$ cat src/rtl/core/csa_pkg.sv
`timescale 1ns / 1ps

package csa_pkg;

  localparam int unsigned BlockSize  = 8;
  localparam int unsigned ColW       = $clog2(BlockSize);
  localparam int unsigned SampleW    = 16;
  localparam int unsigned LineW      = SampleW + 1;
  localparam int unsigned CfgIdxW    = 2;
  localparam int unsigned CfgDataW   = 2;

  // register indexes of the configuration port
  localparam logic [CfgIdxW-1:0] REG_CHROMA_MODE = 2'd0;
  localparam logic [CfgIdxW-1:0] REG_MCU_COLS    = 2'd1;
  localparam logic [CfgIdxW-1:0] REG_MCU_ROWS    = 2'd2;

  typedef enum logic [1:0] {
    MODE_NONE = 2'd0,
    MODE_HORZ = 2'd1,
    MODE_VERT = 2'd2,
    MODE_BOTH = 2'd3
  } csa_mode_e;

  // write request into the line store
  typedef struct packed {
    logic              we;
    logic [ColW-1:0]   idx;
    logic [LineW-1:0]  data;
  } csa_line_wr_t;

  // one result item
  typedef struct packed {
    logic               last;
    logic [SampleW-1:0] value;
    logic [2:0]         col;
    logic [2:0]         row;
    logic [1:0]         blk;
  } csa_result_t;

endpackage

$ cat src/rtl/core/chroma_subsample_averager.sv
`timescale 1ns / 1ps

// channel  | dir | tdata (low bit first)                                 | tlast
// s_axis   | in  | block_index[1:0] sample_row[2:0] sample_col[2:0]       | -
//          |     | sample_value[15:0]                                    |
// m_axis   | out | out_block[1:0] out_row[2:0] out_col[2:0]              | mcu_last
//          |     | out_value[15:0]                                       |
// cfg      | in  | cfg_we_i, cfg_idx_i (0 mode, 1 mcu_cols, 2 mcu_rows), cfg_data_i
//
// one sample is taken every clock while the skid entry is empty; its result, if any, is
// registered into the output register, or into the skid entry while m_axis stalls
// a one-entry skid register keeps s_axis_tready_o high while a result waits, so a
// stall on m_axis reaches the input only after two results are held
// reset clears the configuration registers and the output valid bits; the line store and the
// pending sample are not cleared and hold nothing meaningful until written
module chroma_subsample_averager (
  input  logic                          clk_i,
  input  logic                          rst_ni,
  // configuration
  input  logic                          cfg_we_i,
  input  logic [csa_pkg::CfgIdxW-1:0]   cfg_idx_i,
  input  logic [csa_pkg::CfgDataW-1:0]  cfg_data_i,
  // input samples
  input  logic                          s_axis_tvalid_i,
  output logic                          s_axis_tready_o,
  input  logic [23:0]                   s_axis_tdata_i,  // block_index, sample_row,
                                                         // sample_col, sample_value
  // output results
  output logic                          m_axis_tvalid_o,
  input  logic                          m_axis_tready_i,
  output logic [23:0]                   m_axis_tdata_o,  // out_block, out_row,
                                                         // out_col, out_value
  output logic                          m_axis_tlast_o   // mcu_last
);

  // configuration registers
  csa_pkg::csa_mode_e mode_q;
  logic [1:0]         mcu_cols_q;
  logic [1:0]         mcu_rows_q;

  always_ff @(posedge clk_i or negedge rst_ni) begin
    if (!rst_ni) begin
      mode_q     <= csa_pkg::MODE_NONE;
      mcu_cols_q <= 2'd1;
      mcu_rows_q <= 2'd1;
    end else if (cfg_we_i) begin
      case (cfg_idx_i)
        csa_pkg::REG_CHROMA_MODE: mode_q     <= csa_pkg::csa_mode_e'(cfg_data_i);
        csa_pkg::REG_MCU_COLS:    mcu_cols_q <= cfg_data_i;
        csa_pkg::REG_MCU_ROWS:    mcu_rows_q <= cfg_data_i;
        default: ;
      endcase
    end
  end

  // unpack the input transfer
  logic [1:0]                 in_blk;
  logic [2:0]                 in_row;
  logic [2:0]                 in_col;
  logic [csa_pkg::SampleW-1:0] in_val;

  assign in_blk = s_axis_tdata_i[1:0];
  assign in_row = s_axis_tdata_i[4:2];
  assign in_col = s_axis_tdata_i[7:5];
  assign in_val = s_axis_tdata_i[23:8];

  logic in_fire;
  assign in_fire = s_axis_tvalid_i && s_axis_tready_o;

  // size registers read 0 as 1 and 3 as 2
  logic two_cols, two_rows;
  logic [1:0] last_blk;
  assign two_cols = mcu_cols_q[1];
  assign two_rows = mcu_rows_q[1];
  assign last_blk = {two_cols & two_rows, two_cols | two_rows};

  // pending even-column sample
  logic [csa_pkg::SampleW-1:0] pend_q;
  logic                        pend_we;

  always_ff @(posedge clk_i) begin
    if (pend_we) begin
      pend_q <= in_val;
    end
  end

  // line store
  csa_pkg::csa_line_wr_t     line_wr;
  logic [csa_pkg::ColW-1:0]  line_rd_idx;
  logic [csa_pkg::LineW-1:0] line_rd;

  csa_line_store u_line (
    .clk_i     (clk_i),
    .wr_i      (line_wr),
    .rd_idx_i  (line_rd_idx),
    .rd_data_o (line_rd)
  );

  // sums, all two's complement with explicit sign extension
  logic [16:0] sum_h;      // pending + sample
  logic [16:0] sum_h_rnd;
  logic [17:0] sum_v;      // stored entry (sample or pair sum) + sample
  logic [17:0] sum_v_rnd;
  logic [17:0] sum_q;      // stored pair sum + pending + sample
  logic [17:0] sum_q_rnd;

  assign sum_h     = {pend_q[15], pend_q} + {in_val[15], in_val};
  assign sum_h_rnd = sum_h + {16'd0, sum_h[16]};
  assign sum_v     = {line_rd[16], line_rd} + {{2{in_val[15]}}, in_val};
  assign sum_v_rnd = sum_v + {17'd0, sum_v[17]};
  assign sum_q     = {line_rd[16], line_rd} + {sum_h[16], sum_h};
  // truncation toward zero: bias negative sums by divisor minus one
  assign sum_q_rnd = sum_q + {16'd0, sum_q[17], sum_q[17]};

  // per-mode decode of one transfer
  logic                 produce;
  csa_pkg::csa_result_t res;

  always_comb begin
    produce       = 1'b0;
    pend_we       = 1'b0;
    line_wr.we    = 1'b0;
    line_wr.idx   = in_col;
    line_wr.data  = {in_val[15], in_val};
    line_rd_idx   = in_col;
    res.blk       = in_blk;
    res.row       = in_row;
    res.col       = in_col;
    res.value     = in_val;
    res.last      = (in_blk == last_blk) && (in_row == 3'd7) && (in_col == 3'd7);
    case (mode_q)
      csa_pkg::MODE_NONE: begin
        produce = 1'b1;
      end
      csa_pkg::MODE_HORZ: begin
        pend_we   = !in_col[0];
        produce   = in_col[0];
        res.value = sum_h_rnd[16:1];
        res.blk   = {1'b0, in_blk[1]};
        res.col   = {in_blk[0], in_col[2:1]};
      end
      csa_pkg::MODE_VERT: begin
        line_wr.we = !in_row[0];
        produce    = in_row[0];
        res.value  = sum_v_rnd[16:1];
        if (two_cols) begin
          res.blk = {1'b0, in_blk[0]};
          res.row = {in_blk[1], in_row[2:1]};
        end else begin
          res.blk = 2'd0;
          res.row = {in_blk[0], in_row[2:1]};
        end
      end
      csa_pkg::MODE_BOTH: begin
        line_rd_idx  = {1'b0, in_col[2:1]};
        line_wr.idx  = {1'b0, in_col[2:1]};
        line_wr.data = sum_h;
        pend_we      = !in_col[0];
        line_wr.we   = in_col[0] && !in_row[0];
        produce      = in_col[0] && in_row[0];
        res.value    = sum_q_rnd[17:2];
        res.blk      = 2'd0;
        res.row      = {in_blk[1], in_row[2:1]};
        res.col      = {in_blk[0], in_col[2:1]};
      end
      default: ;
    endcase
    // state changes only on a transfer
    pend_we    = pend_we && in_fire;
    line_wr.we = line_wr.we && in_fire;
    produce    = produce && in_fire;
  end

  // output register with one skid entry behind it
  logic                 out_v_q, out_v_d;
  logic                 skid_v_q, skid_v_d;
  csa_pkg::csa_result_t out_q, out_d;
  csa_pkg::csa_result_t skid_q, skid_d;
  logic                 out_free;

  assign out_free = !out_v_q || m_axis_tready_i;

  always_comb begin
    out_v_d  = out_v_q;
    out_d    = out_q;
    skid_v_d = skid_v_q;
    skid_d   = skid_q;
    if (out_free) begin
      if (skid_v_q) begin
        out_v_d  = 1'b1;
        out_d    = skid_q;
        skid_v_d = 1'b0;
      end else begin
        out_v_d = produce;
        out_d   = res;
      end
    end else if (produce) begin
      skid_v_d = 1'b1;
      skid_d   = res;
    end
  end

  always_ff @(posedge clk_i or negedge rst_ni) begin
    if (!rst_ni) begin
      out_v_q  <= 1'b0;
      skid_v_q <= 1'b0;
    end else begin
      out_v_q  <= out_v_d;
      skid_v_q <= skid_v_d;
    end
  end

  always_ff @(posedge clk_i) begin
    out_q  <= out_d;
    skid_q <= skid_d;
  end

  assign s_axis_tready_o = !skid_v_q;
  assign m_axis_tvalid_o = out_v_q;
  assign m_axis_tdata_o  = {out_q.value, out_q.col, out_q.row, out_q.blk};
  assign m_axis_tlast_o  = out_q.last;

  // the skid entry is only ever filled behind a held output
  a_skid_behind_out: assert property (@(posedge clk_i) disable iff (!rst_ni)
    skid_v_q |-> out_v_q)
    else $error("skid entry valid with empty output register");

  // a held skid entry is not lost while the output stalls
  a_skid_kept: assert property (@(posedge clk_i) disable iff (!rst_ni)
    (skid_v_q && !m_axis_tready_i) |=> skid_v_q)
    else $error("skid entry dropped during stall");

  // pass-through mode yields a result for every transfer
  a_none_emits: assert property (@(posedge clk_i) disable iff (!rst_ni)
    (in_fire && mode_q == csa_pkg::MODE_NONE && out_free) |=> out_v_q)
    else $error("pass-through transfer gave no result");

  // an even column in 4:2:0 mode only feeds the pending sample
  a_both_even_silent: assert property (@(posedge clk_i) disable iff (!rst_ni)
    (in_fire && mode_q == csa_pkg::MODE_BOTH && !in_col[0] && !out_v_q) |=> !out_v_q)
    else $error("even-column 4:2:0 transfer produced a result");

endmodule

$ cat src/rtl/core/csa_cell.sv
`timescale 1ns / 1ps

// one entry of the line store; the read value ripples along the row
module csa_cell (
  input  logic                         clk_i,
  input  csa_pkg::csa_line_wr_t        wr_i,
  input  logic [csa_pkg::ColW-1:0]     cell_idx_i,
  input  logic [csa_pkg::ColW-1:0]     rd_idx_i,
  input  logic [csa_pkg::LineW-1:0]    rd_chain_i,
  output logic [csa_pkg::LineW-1:0]    rd_chain_o
);

  logic [csa_pkg::LineW-1:0] entry_q;

  always_ff @(posedge clk_i) begin
    if (wr_i.we && (wr_i.idx == cell_idx_i)) begin
      entry_q <= wr_i.data;
    end
  end

  // take over the chain when this cell is the one addressed
  assign rd_chain_o = (rd_idx_i == cell_idx_i) ? entry_q : rd_chain_i;

endmodule

$ cat src/rtl/core/csa_line_store.sv
`timescale 1ns / 1ps

// row of cells holding one line of even-row samples or pair sums
module csa_line_store (
  input  logic                         clk_i,
  input  csa_pkg::csa_line_wr_t        wr_i,
  input  logic [csa_pkg::ColW-1:0]     rd_idx_i,
  output logic [csa_pkg::LineW-1:0]    rd_data_o
);

  logic [csa_pkg::LineW-1:0] chain [csa_pkg::BlockSize+1];

  assign chain[0] = '0;

  for (genvar k = 0; k < csa_pkg::BlockSize; k++) begin : g_cell
    csa_cell u_cell (
      .clk_i      (clk_i),
      .wr_i       (wr_i),
      .cell_idx_i (csa_pkg::ColW'(k)),
      .rd_idx_i   (rd_idx_i),
      .rd_chain_i (chain[k]),
      .rd_chain_o (chain[k+1])
    );
  end

  assign rd_data_o = chain[csa_pkg::BlockSize];

endmodule
$ cat config.mk
export PLATFORM = sky130hd
export DESIGN_NAME = chroma_subsample_averager
export DESIGN_NICKNAME = d
export VERILOG_FILES = /design/src/rtl/core/csa_pkg.sv /design/src/rtl/core/chroma_subsample_averager.sv /design/src/rtl/core/csa_cell.sv /design/src/rtl/core/csa_line_store.sv
export SDC_FILE = /design/constraint.sdc
export NUM_CORES = 1
export LEC_CHECK = 0
export BUFFER_PORTS_ARGS = -buffer_cell sky130_fd_sc_hd__buf_2
export CAP_MARGIN = 10
export CELL_PAD_IN_SITES_DETAIL_PLACEMENT = 0
export CELL_PAD_IN_SITES_GLOBAL_PLACEMENT = 1
export CORE_AREA = 2 2 193 195
export DETAILED_ROUTE_END_ITERATION = 8
export DIE_AREA = 0 0 195 197
export PLACE_DENSITY_LB_ADDON = 0.1
export SETUP_SLACK_MARGIN = 0.3
export SYNTH_ARGS = -nofsm -noshare
export SYNTH_HDL_FRONTEND = slang
export SYNTH_SLANG_ARGS = --single-unit
export TNS_END_PERCENT = 1
$ cat constraint.sdc
create_clock -name clk_i -period 12.6 [get_ports clk_i]
set_clock_uncertainty 0.05 [all_clocks]
set_input_delay 0.63 -clock clk_i [delete_from_list [all_inputs] [get_ports clk_i]]
set_output_delay 0.63 -clock clk_i [all_outputs]
set_load 0.05 [all_outputs]
* Yosys cells after proc, flatten, opt, wreduce, memory -nomap -nowiden *
Index checks and enable logic that the tools add are counted.

storage, ports and cells
  flip-flop bits (word level) = 210
  bits of input ports = 33
  output and inout port bits = 27
  logic and storage cells = 108

cells by class
  add/sub/neg operators = 6
  equality and inequality tests = 22
  multiplexer cells = 22
  bitwise logic cells = 3
  reduce and logical (&&, ||, !) cells = 31

operator list
  operator                                              number
  2-to-1 mux 17 bit                                     8
  case mux 16 bit (3 select lines)                      1
  adder 17 x 1 -> 17 bit                                2
  equality test 3 bit (second input constant)           10
  2-to-1 mux 25 bit                                     1
  2-to-1 mux 20 bit                                     1
  adder 17 x 16 -> 18 bit                               1
  adder 17 x 17 -> 18 bit                               1
  adder 18 x 2 -> 18 bit                                1
  adder 16 x 16 -> 17 bit                               1
  logical AND 1 bit                                     16
  equality test 3 x 2 -> 1 bit (second input constant)  4
  AND reduction 2 bit                                   4
  equality test 2 bit (second input constant)           3
  equality test 3 x 1 -> 1 bit (second input constant)  2
  zero test 3 bit                                       2
  2-to-1 mux 3 bit                                      2
  case mux 2 bit (3 select lines)                       1
  case mux 3 bit (2 select lines)                       1
  2-to-1 mux 5 bit                                      1
  equality test 2 x 1 -> 1 bit (second input constant)  2
  zero test 1 bit                                       4
  zero test 2 bit                                       2
  2-to-1 mux 1 bit                                      4
  9 further kinds                                       9

* Depth between registers and ports, before layout *
Gate-level depths: netlist of run 1.

  word-level depth = 15
  depth in mapped cells = 28
  gate-level depth less buffers = 26

* By module *
From an unflattened synthesis of run 1, not the netlist that was laid out.

unflattened totals
  cell total of the unflattened synthesis = 1174
  area total of the unflattened synthesis = 13676.9 um2

by module, submodules not included
  module                     times used  cells each  area each (um2)  sequential area each (um2)
  chroma_subsample_averager  1           820         7343.3           2132.0
  csa_cell                   8           44          790.8            510.5
  csa_line_store             1           2           7.5              0.0

* Worst setup path before layout of run 1 *
No wires, ideal clock.

  path type = input to register
  start = input port s_axis_tdata_i[8]
  end = register out_q, in the netlist m_axis_tdata_o[15] (data pin)
  setup time = 0.260 ns
  arrival = 6.307 ns
  required time = 12.290 ns
  setup slack = 5.983 ns
  cell stages on the path = 25
  path buffers = 0
  cells stage by stage = ha_1 > fa_1 > a21oi_2 > o211ai_1 > a221oi_2 > a21oi_1 > xnor2_1 > inv_1 > ha_1 > nand2_1 > nor4b_2 > a21oi_1 > nand2_1 > a21oi_1 > or2_2 > ha_1 > and2_0 > nand2b_1 > a2111oi_2 > a21o_1 > nand4_2 > or4_1 > xnor2_1 > mux4_2 > mux2_2

RTL lines
  item                  RTL line                          text
  start, declared       chroma_subsample_averager.sv:26   input logic [23:0] s_axis_tdata_i,
  end signal, assigned  chroma_subsample_averager.sv:214  out_q <= out_d;
  end, declared         chroma_subsample_averager.sv:177  csa_pkg::csa_result_t out_q, out_d;

==> reports/results.ini, run 1 <==
[outcome]
status=finished, final reports clean

[grt]
grt_pass1_vias=9024
antenna_found_initial=1
grt_overflow=0
grt_pass1_wl_mm=57.4
grt_use_total_pct=19.9
grt_max_degree=41

[pwr]
internal_power_w=0.00162
power.share.clock_pct=28.5
ir_drop_mv=0.108
power_frac_comb_pct=37.8
power_switching_w=0.000951
p_leak_nw=5.15
switching_share_pct=37.0
power.density_mw_per_mm2=180
seqPwrFrac_pct=33.7

[cts]
post-cts-setup-buffer-count=0
htree_levels=1
clock_latency_ns=0.55
clk_pin_slew_ns=0.06
root_buffer=clkbuf_16
post_cts_resized=0
clockBufferDepth=3
tritoncts=built
cts.sink_count=208
cts_buffers=24

[cells_and_area]
syn_to_final_growth_pct=13.3
finish.net_count=1265
post-route-util_pct=39.3
drive_above_1_share_pct=17.7
antenna-diode-count=0
stdcell_count=1662

[critical_path]
required_ns=12.85
arrival_ns=8.20
start_kind=flop
crit_type=reg2reg
cpPeakStageDelay_ns=0.63
worst-path-max-fanout=34
end_kind=flop
crit_top_cell=nand2_1
crit_slowest_cell=o21ai_0

[sta]
finalHoldViolations=0
rsz0062_at_grt=false
maxSlewHeadroom_pct=20.2
fin_ws_ns=4.65
tightestPinTransition_ns=1.18
fin_crit_ns=7.95
period_share_pct=63.1
finalMaxSlewViolations=0
max_freq_mhz=126
fin_setup_tns_ns=0
finalSetupViolCount=0

[logic_synthesis]
synth_top_area_share_pct=48.3
synthesis.area_sq_mm=0.0126
ys_types=97
synthCells=1111
synth_area_leaders=edfxtp_1, ha_1, nand2_1
async_reset_ff_share_pct=2.88
syn-mean-instance-area_sq_um=11.3
ys_ff_latch=208
syn_nets=1200
yosysWarningCount=0
synth_ff_type=edfxtp_1
synth_edf_count=202
yosysTopAreaCell=edfxtp_1
seq_area_frac_synth_pct=49.5

[detailed_routing]
drcViolationCount=0
via_count=9130
dr.pass1.iters=5
finalWirelength_mm=38.0
via_per_inst=5.49
post_drt_wl_per_cell_um=22.8
drt_iter0_drc=882
ant_nets=0

[floorplan]
die_h_um=197
die_x_um=195
die_area_sq_mm=0.0384
io_pins=60
initial_core_util_pct=34.7
rows=70
fp.coreArea_sq_mm=0.0363

[hold_path]
min_path_type=in2reg

[placed_design]
hpwl_mm=28.6
place_ws_ns=4.26
gp_congestion=0.904
port_buffers=59
place_inst=1615

[flow_run]
cap_violations=0

## layer usage
layer / part of all wire, % / wire length (um) / GRT usage, %
met1: 47 / 17700 / 27.2
met2: 45 / 17200 / 32.4
met3: 4.5 / 1720 / 2.87
met4: 3.7 / 1390 / 7.15
met5: 0 / 0 / 0
## cells in the mapped netlist (all sizes together) (12+ instances only)
library cell	number
edfxtp	202
nand2	113
a21oi	72
nor2	64
o21ai	63
ha	53
xnor2	42
inv	39
mux2	34
nor3	33
clkbuf	31
nand3	27
xor2	27
o211ai	21
a21o	17
and2	16
buf	15
nand4	15
nor2b	15
mux2i	14
mux4	14
nand2b	13
a22oi	12
o22ai	12
## stage by stage
step / power [W] / hold slack [ns] / area (sq um)
2_1_floorplan: 0.00158 / 0.284 / 12600
3_3_place_gp: 0.00185 / 0.413 / 13400
3_5_place_dp: 0.00185 / 0.419 / 13400
4_1_cts: 0.00259 / 0.250 / 14200
5_1_grt: 0.00271 / 0.273 / 14200
6_report: 0.00257 / 0.276 / 14200
## power by group through the flow
| stage | registers, W | clock network [W] | logic [W] |
|---|---|---|---|
| finish | 0.000865 | 0.000733 | 0.000972 |
| global route | 0.000869 | 0.000780 | 0.00106 |
| CTS | 0.000866 | 0.000755 | 0.000974 |
| detailed placement | 0.000880 | 0 | 0.000970 |
| global placement | 0.000880 | 0 | 0.000972 |
| floorplan | 0.000992 | 0 | 0.000590 |
## state kept, by name (all words and copies together) (netlist names)
register and cells:
m_axis_tvalid_o 1, mode_q 2, mcu_cols_q 1, m_axis_tlast_o 1, mcu_rows_q 1, skid_v_q 1, m_axis_tdata_o 24, skid_q 25
pend_q 16, u_line.g_cell.u_cell.entry_q 136
## path summary, 6_finish.rpt
path,startpoint,end,slack (ns),cells after the start
worst max-delay path,mode_q[0]$_DFFE_PN0P_,m_axis_tdata_o[22]$_DFFE_PN_,4.65,25
worst max register to register,mode_q[0]$_DFFE_PN0P_,m_axis_tdata_o[22]$_DFFE_PN_,4.65,25
worst min register to register,mode_q[0]$_DFFE_PN0P_,mode_q[0]$_DFFE_PN0P_,0.46,1
max in group asynchronous,rst_ni,mode_q[1]$_DFFE_PN0P_,11.97,2
worst min-delay path,cfg_data_i[0],mode_q[0]$_DFFE_PN0P_,0.28,2
min in group asynchronous,rst_ni,mode_q[0]$_DFFE_PN0P_,0.38,2
## critical path, delay by kind of cell, from the launching register on
kind,cells,cell delay [ns]
AND/OR/NAND/NOR,10,2.45
AO/OA/AOI/OAI,9,2.86
flip-flops,1,0.34
buffers and inverters,1,0.40
multiplexers,2,0.76
XOR/XNOR,1,0.15
adder cells (fa/ha/maj),2,0.65
## repair_timing
action | in CTS | in global routing
hold endpoints to repair | 6 | 0
hold buffers | 1 | 0
endpoints found under the setup margin | 0 | 0
## cell usage in the layout (no fill, tap or decap), drive strengths merged, types with 21 or more instances in the layout
master	count
inv	39
o21ai	63
nand3	27
clkbuf	28
edfxtp	202
o211ai	21
nor3	33
mux2	34
buf	83
a21oi	72
ha	53
xnor2	42
nor2	64
xor2	27
nand2	113
## cells by family (layout without fill, tap and decap cells)
family | count (synthesis) | count (layout) | synth area share [%]
xor+xnor | 69 | 69 | 4.87
mux | 62 | 62 | 6.73
fa+ha+maj | 56 | 56 | 5.76
compound gates | 281 | 281 | 15.6
buf+inv | 86 | 169 | 3.33
simple gates | 349 | 349 | 14.3
flops | 208 | 208 | 49.5
## final cells by class
cell class / count / area [sq um]
Clock inverter: 17 / 223
Sequential cell: 208 / 6220
Tap cell: 468 / 586
Clock buffer: 27 / 612
Inverter: 40 / 150
Multi-Input combinational cell: 817 / 5960
Timing Repair Buffer: 85 / 490
Fill cell: 3592 / 22000
(Power assumes the default switching activity.)
==> run 2, diff against run 1 <==
Settings changed: ABC_AREA set to 1, CORE_AREA 2 2 193 195 to 2 2 195 197, DIE_AREA 0 0 195 197 to 0 0 197 199.
Clock period 12.6 ns to 6.5 ns, I/O delays scaled along.
==> run 2 against run 1 <==
Net effect:
- clock power increased by 72%
- count of clock-buffer cells in the layout decreased by 3
- worst setup slack got worse by 3.7 ns
- worst hold slack got worse by 0.25 ns
- wire length increased by 13%
- sequential cell count unchanged
- critical path depth increased by 10
- non-clock buffer count increased by 7
- synthesized cell count increased by 44%
- sequential share of layout area decreased by 1.3 points
- sequential power increased by 91%
- largest cell class unchanged
- largest power group unchanged
==> reports/results.ini, run 2 <==
[pwr]
power_frac_comb_pct=43.3  ; +5.5 points
power.density_mw_per_mm2=350  ; +94%
power.share.clock_pct=24.5  ; -4.0 points
switching_share_pct=42.9  ; +5.9 points
internal_power_w=0.00293  ; +81%
power_switching_w=0.00220  ; +130%
power_w=0.00513  ; +100%
ir_drop_mv=0.172  ; +58%
seqPwrFrac_pct=32.2  ; -1.5 points
p_leak_nw=6.54  ; +27%

[logic_synthesis]
yosysTopAreaCell=edfxtp_1
seq_area_frac_synth_pct=48.2  ; -1.3 points
synth_ff_type=edfxtp_1
ys_ff_latch=208  ; unchanged
ys_types=51  ; -47%
syn-mean-instance-area_sq_um=8.07  ; -29%
synth_top_area_share_pct=47.0  ; -1.2 points
async_reset_ff_share_pct=2.88  ; unchanged
synthCells=1598  ; +44%
yosysMostFrequentCell=nand2_1
synthTopCellsByCount=nand2_1, edfxtp_1, inv_1
synth_area_leaders=edfxtp_1, nand2_1, inv_1
syn_nets=1687  ; +41%
synth_edf_count=202  ; unchanged
yosysWarningCount=0  ; unchanged
synthesis.area_sq_mm=0.0129  ; +2.6%

[cells_and_area]
finish.net_count=1779  ; +41%
fillCellCount=3848  ; +7.1%
drive_above_1_share_pct=11.7  ; -6.0 points
layout_commonest_cell=nand2_1
syn_to_final_growth_pct=13.7
largest_register_ffs=136  ; unchanged
largest_register=u_line.g_cell.u_cell.entry_q
design_area_sq_mm=0.0147  ; +3.0%
multi_input_area_sq_mm=0.00579  ; -2.8%
post-route-util_pct=39.5  ; +0.23 points
regArea_sq_mm=0.00622  ; unchanged
final_cell_mix=nand2_1, edfxtp_1, inv_1, nand3_1, nor2_1

[critical_path]
cpPeakStageDelay_ns=0.46  ; -0.17 ns
end_kind=flop
r2r_cells=35  ; +40%
r2r-end=m_axis_tdata_o[21]$_DFFE_PN_
worst-r2r-setup-slack_ns=0.93  ; -3.72 ns
critical_path.top_delay_family=simple AND/OR/NAND/NOR gates
crit_start=mode_q[0]$_DFFE_PN0P_
required_ns=6.76  ; -6.09 ns
start_kind=flop
worst-path-max-fanout=13  ; -62%
r2r_start=mode_q[0]$_DFFE_PN0P_
worst-path-buf-inv=6  ; +5
crit_slowest_cell=ha_2
arrival_ns=5.83  ; -2.37 ns
crit_type=reg2reg
crit_top_cell=nand2_1

[hold_path]
min_path_cells=3  ; +1
min_path_type=in2reg
holdPathEnd=mcu_cols_q[1]$_DFFE_PN0P_
min_from=cfg_data_i[1]

[sta]
maxSlewHeadroom_pct=17.9  ; -2.3 points
max_freq_mhz=179  ; +43%
finalSetupViolCount=0  ; unchanged
period_share_pct=85.7  ; +23 points
finalMaxSlewViolations=0  ; unchanged
fin_setup_tns_ns=0  ; unchanged
rsz0062_at_grt=false
finalHoldViolations=0  ; unchanged
tightestPinTransition_ns=1.22  ; +0.0347 ns
fin_crit_ns=5.57  ; -2.38 ns

[cts]
root_buffer=clkbuf_16
tritoncts=built
clock_latency_ns=0.55  ; about the same
clk_pin_slew_ns=0.06  ; about the same
clockBufferDepth=3  ; unchanged
cts.sink_count=208  ; unchanged
cts_buffers=23  ; -4.2%
htree_levels=1  ; unchanged
post-cts-setup-buffer-count=0  ; unchanged

[floorplan]
die_area_sq_mm=0.0392  ; +2.1%
die_h_um=199  ; +1.0%
fp.coreArea_sq_mm=0.0371  ; +2.4%
io_pins=60  ; unchanged
initial_core_util_pct=34.7  ; +0.075 points
rows=71  ; +1.4%
die_x_um=197  ; +1.0%

[detailed_routing]
via_count=11000  ; +20%
post_drt_wl_per_cell_um=19.6  ; -14%
drcViolationCount=0  ; unchanged
finalWirelength_mm=42.7  ; +13%
ant_nets=0  ; unchanged
dr.pass1.iters=7  ; +2
drt_iter0_drc=746  ; -15%
via_per_inst=5.02  ; -8.6%

[placed_design]
place_area_sq_mm=0.0139  ; +3.9%
port_buffers=59  ; unchanged
hpwl_mm=33.6  ; +17%
gp_congestion=0.882  ; -2.5%

[grt]
grt_overflow=0  ; unchanged
antenna_found_initial=3  ; +2
grt_max_degree=30  ; -27%
grt_pass1_vias=10200  ; +13%
grt_pass1_wl_mm=64.0  ; +11%
grt_use_total_pct=22.0  ; +2.1 points

[outcome]
status=finished, final reports clean

[flow_run]
cap_violations=0  ; unchanged

## run 2: through the flow
step                setup WS, ns  cells  hold WS (ns)
global placement           0.947   2135         0.115
CTS                        0.881   2180       0.00278
global route               0.310   2181        0.0276
finish                     0.929   2182        0.0243
floorplan                   2.15   1598       -0.0206
detailed placement         0.900   2135         0.109
## run 2: worst max path at each step
| stage | end | slack (ns) | cells after the start |
|---|---|---|---|
| after floorplan | skid_q[19]$_DFFE_PP_ | 2.15 | 34 |
| after global placement | m_axis_tdata_o[19]$_DFFE_PN_ | 0.95 | 34 |
| after detailed placement | m_axis_tdata_o[21]$_DFFE_PN_ | 0.90 | 36 |
| after CTS | m_axis_tdata_o[21]$_DFFE_PN_ | 0.88 | 35 |
| after global routing | m_axis_tdata_o[23]$_DFFE_PN_ | 0.31 | 35 |
| final | m_axis_tdata_o[21]$_DFFE_PN_ | 0.93 | 35 |
## run 2: kinds of logic after synthesis
logic type      count (synthesis)  synth area share [%]
compound gates                141                  6.48
simple gates                  950                  31.9
buf+inv                       235                  7.08
flops                         208                  48.2
xor+xnor                        8                 0.718
fa+ha+maj                      56                  5.61
## run 2: power groups by stage
stage | Sequential [W] | Clock (W) | Combinational (W)
after CTS | 0.00165 | 0.00129 | 0.00221
after global placement | 0.00168 | 0 | 0.00221
final | 0.00165 | 0.00126 | 0.00222
after floorplan | 0.00188 | 0 | 0.00134
after global routing | 0.00166 | 0.00134 | 0.00248
after detailed placement | 0.00168 | 0 | 0.00220
## run 2: final cells by class
type                    count  share of cell area [%]
diodes                      1                  0.0171
clock buffers              24                    3.95
clock inverters            18                   0.956
inverters                 210                    5.38
multi-input cells        1155                    39.5
flip-flops and latches    208                    42.4
well taps                 474                    4.04
repair buffers             92                    3.75
## run 2: tightest hold or removal path, delay by kind of cell
kind	cells	cell delay (ns)
AOI/OAI and AO/OA	1	0.09
buffers and inverters	2	0.16
## run 2: timing repair
action,CTS,global route
gates resized for setup,0,2
hold buffers,3,0
endpoints found under the setup margin,0,3
hold endpoints to repair,8,0
## run 2: metal layers
layer,GRT usage (%),vias to the layer above,share of wire (%)
met5,0,-,0
met4,5.15,0,2.2
met3,3.14,52,4.8
met2,35.5,284,45
met1,31.4,5110,48
li1,-,5512,-
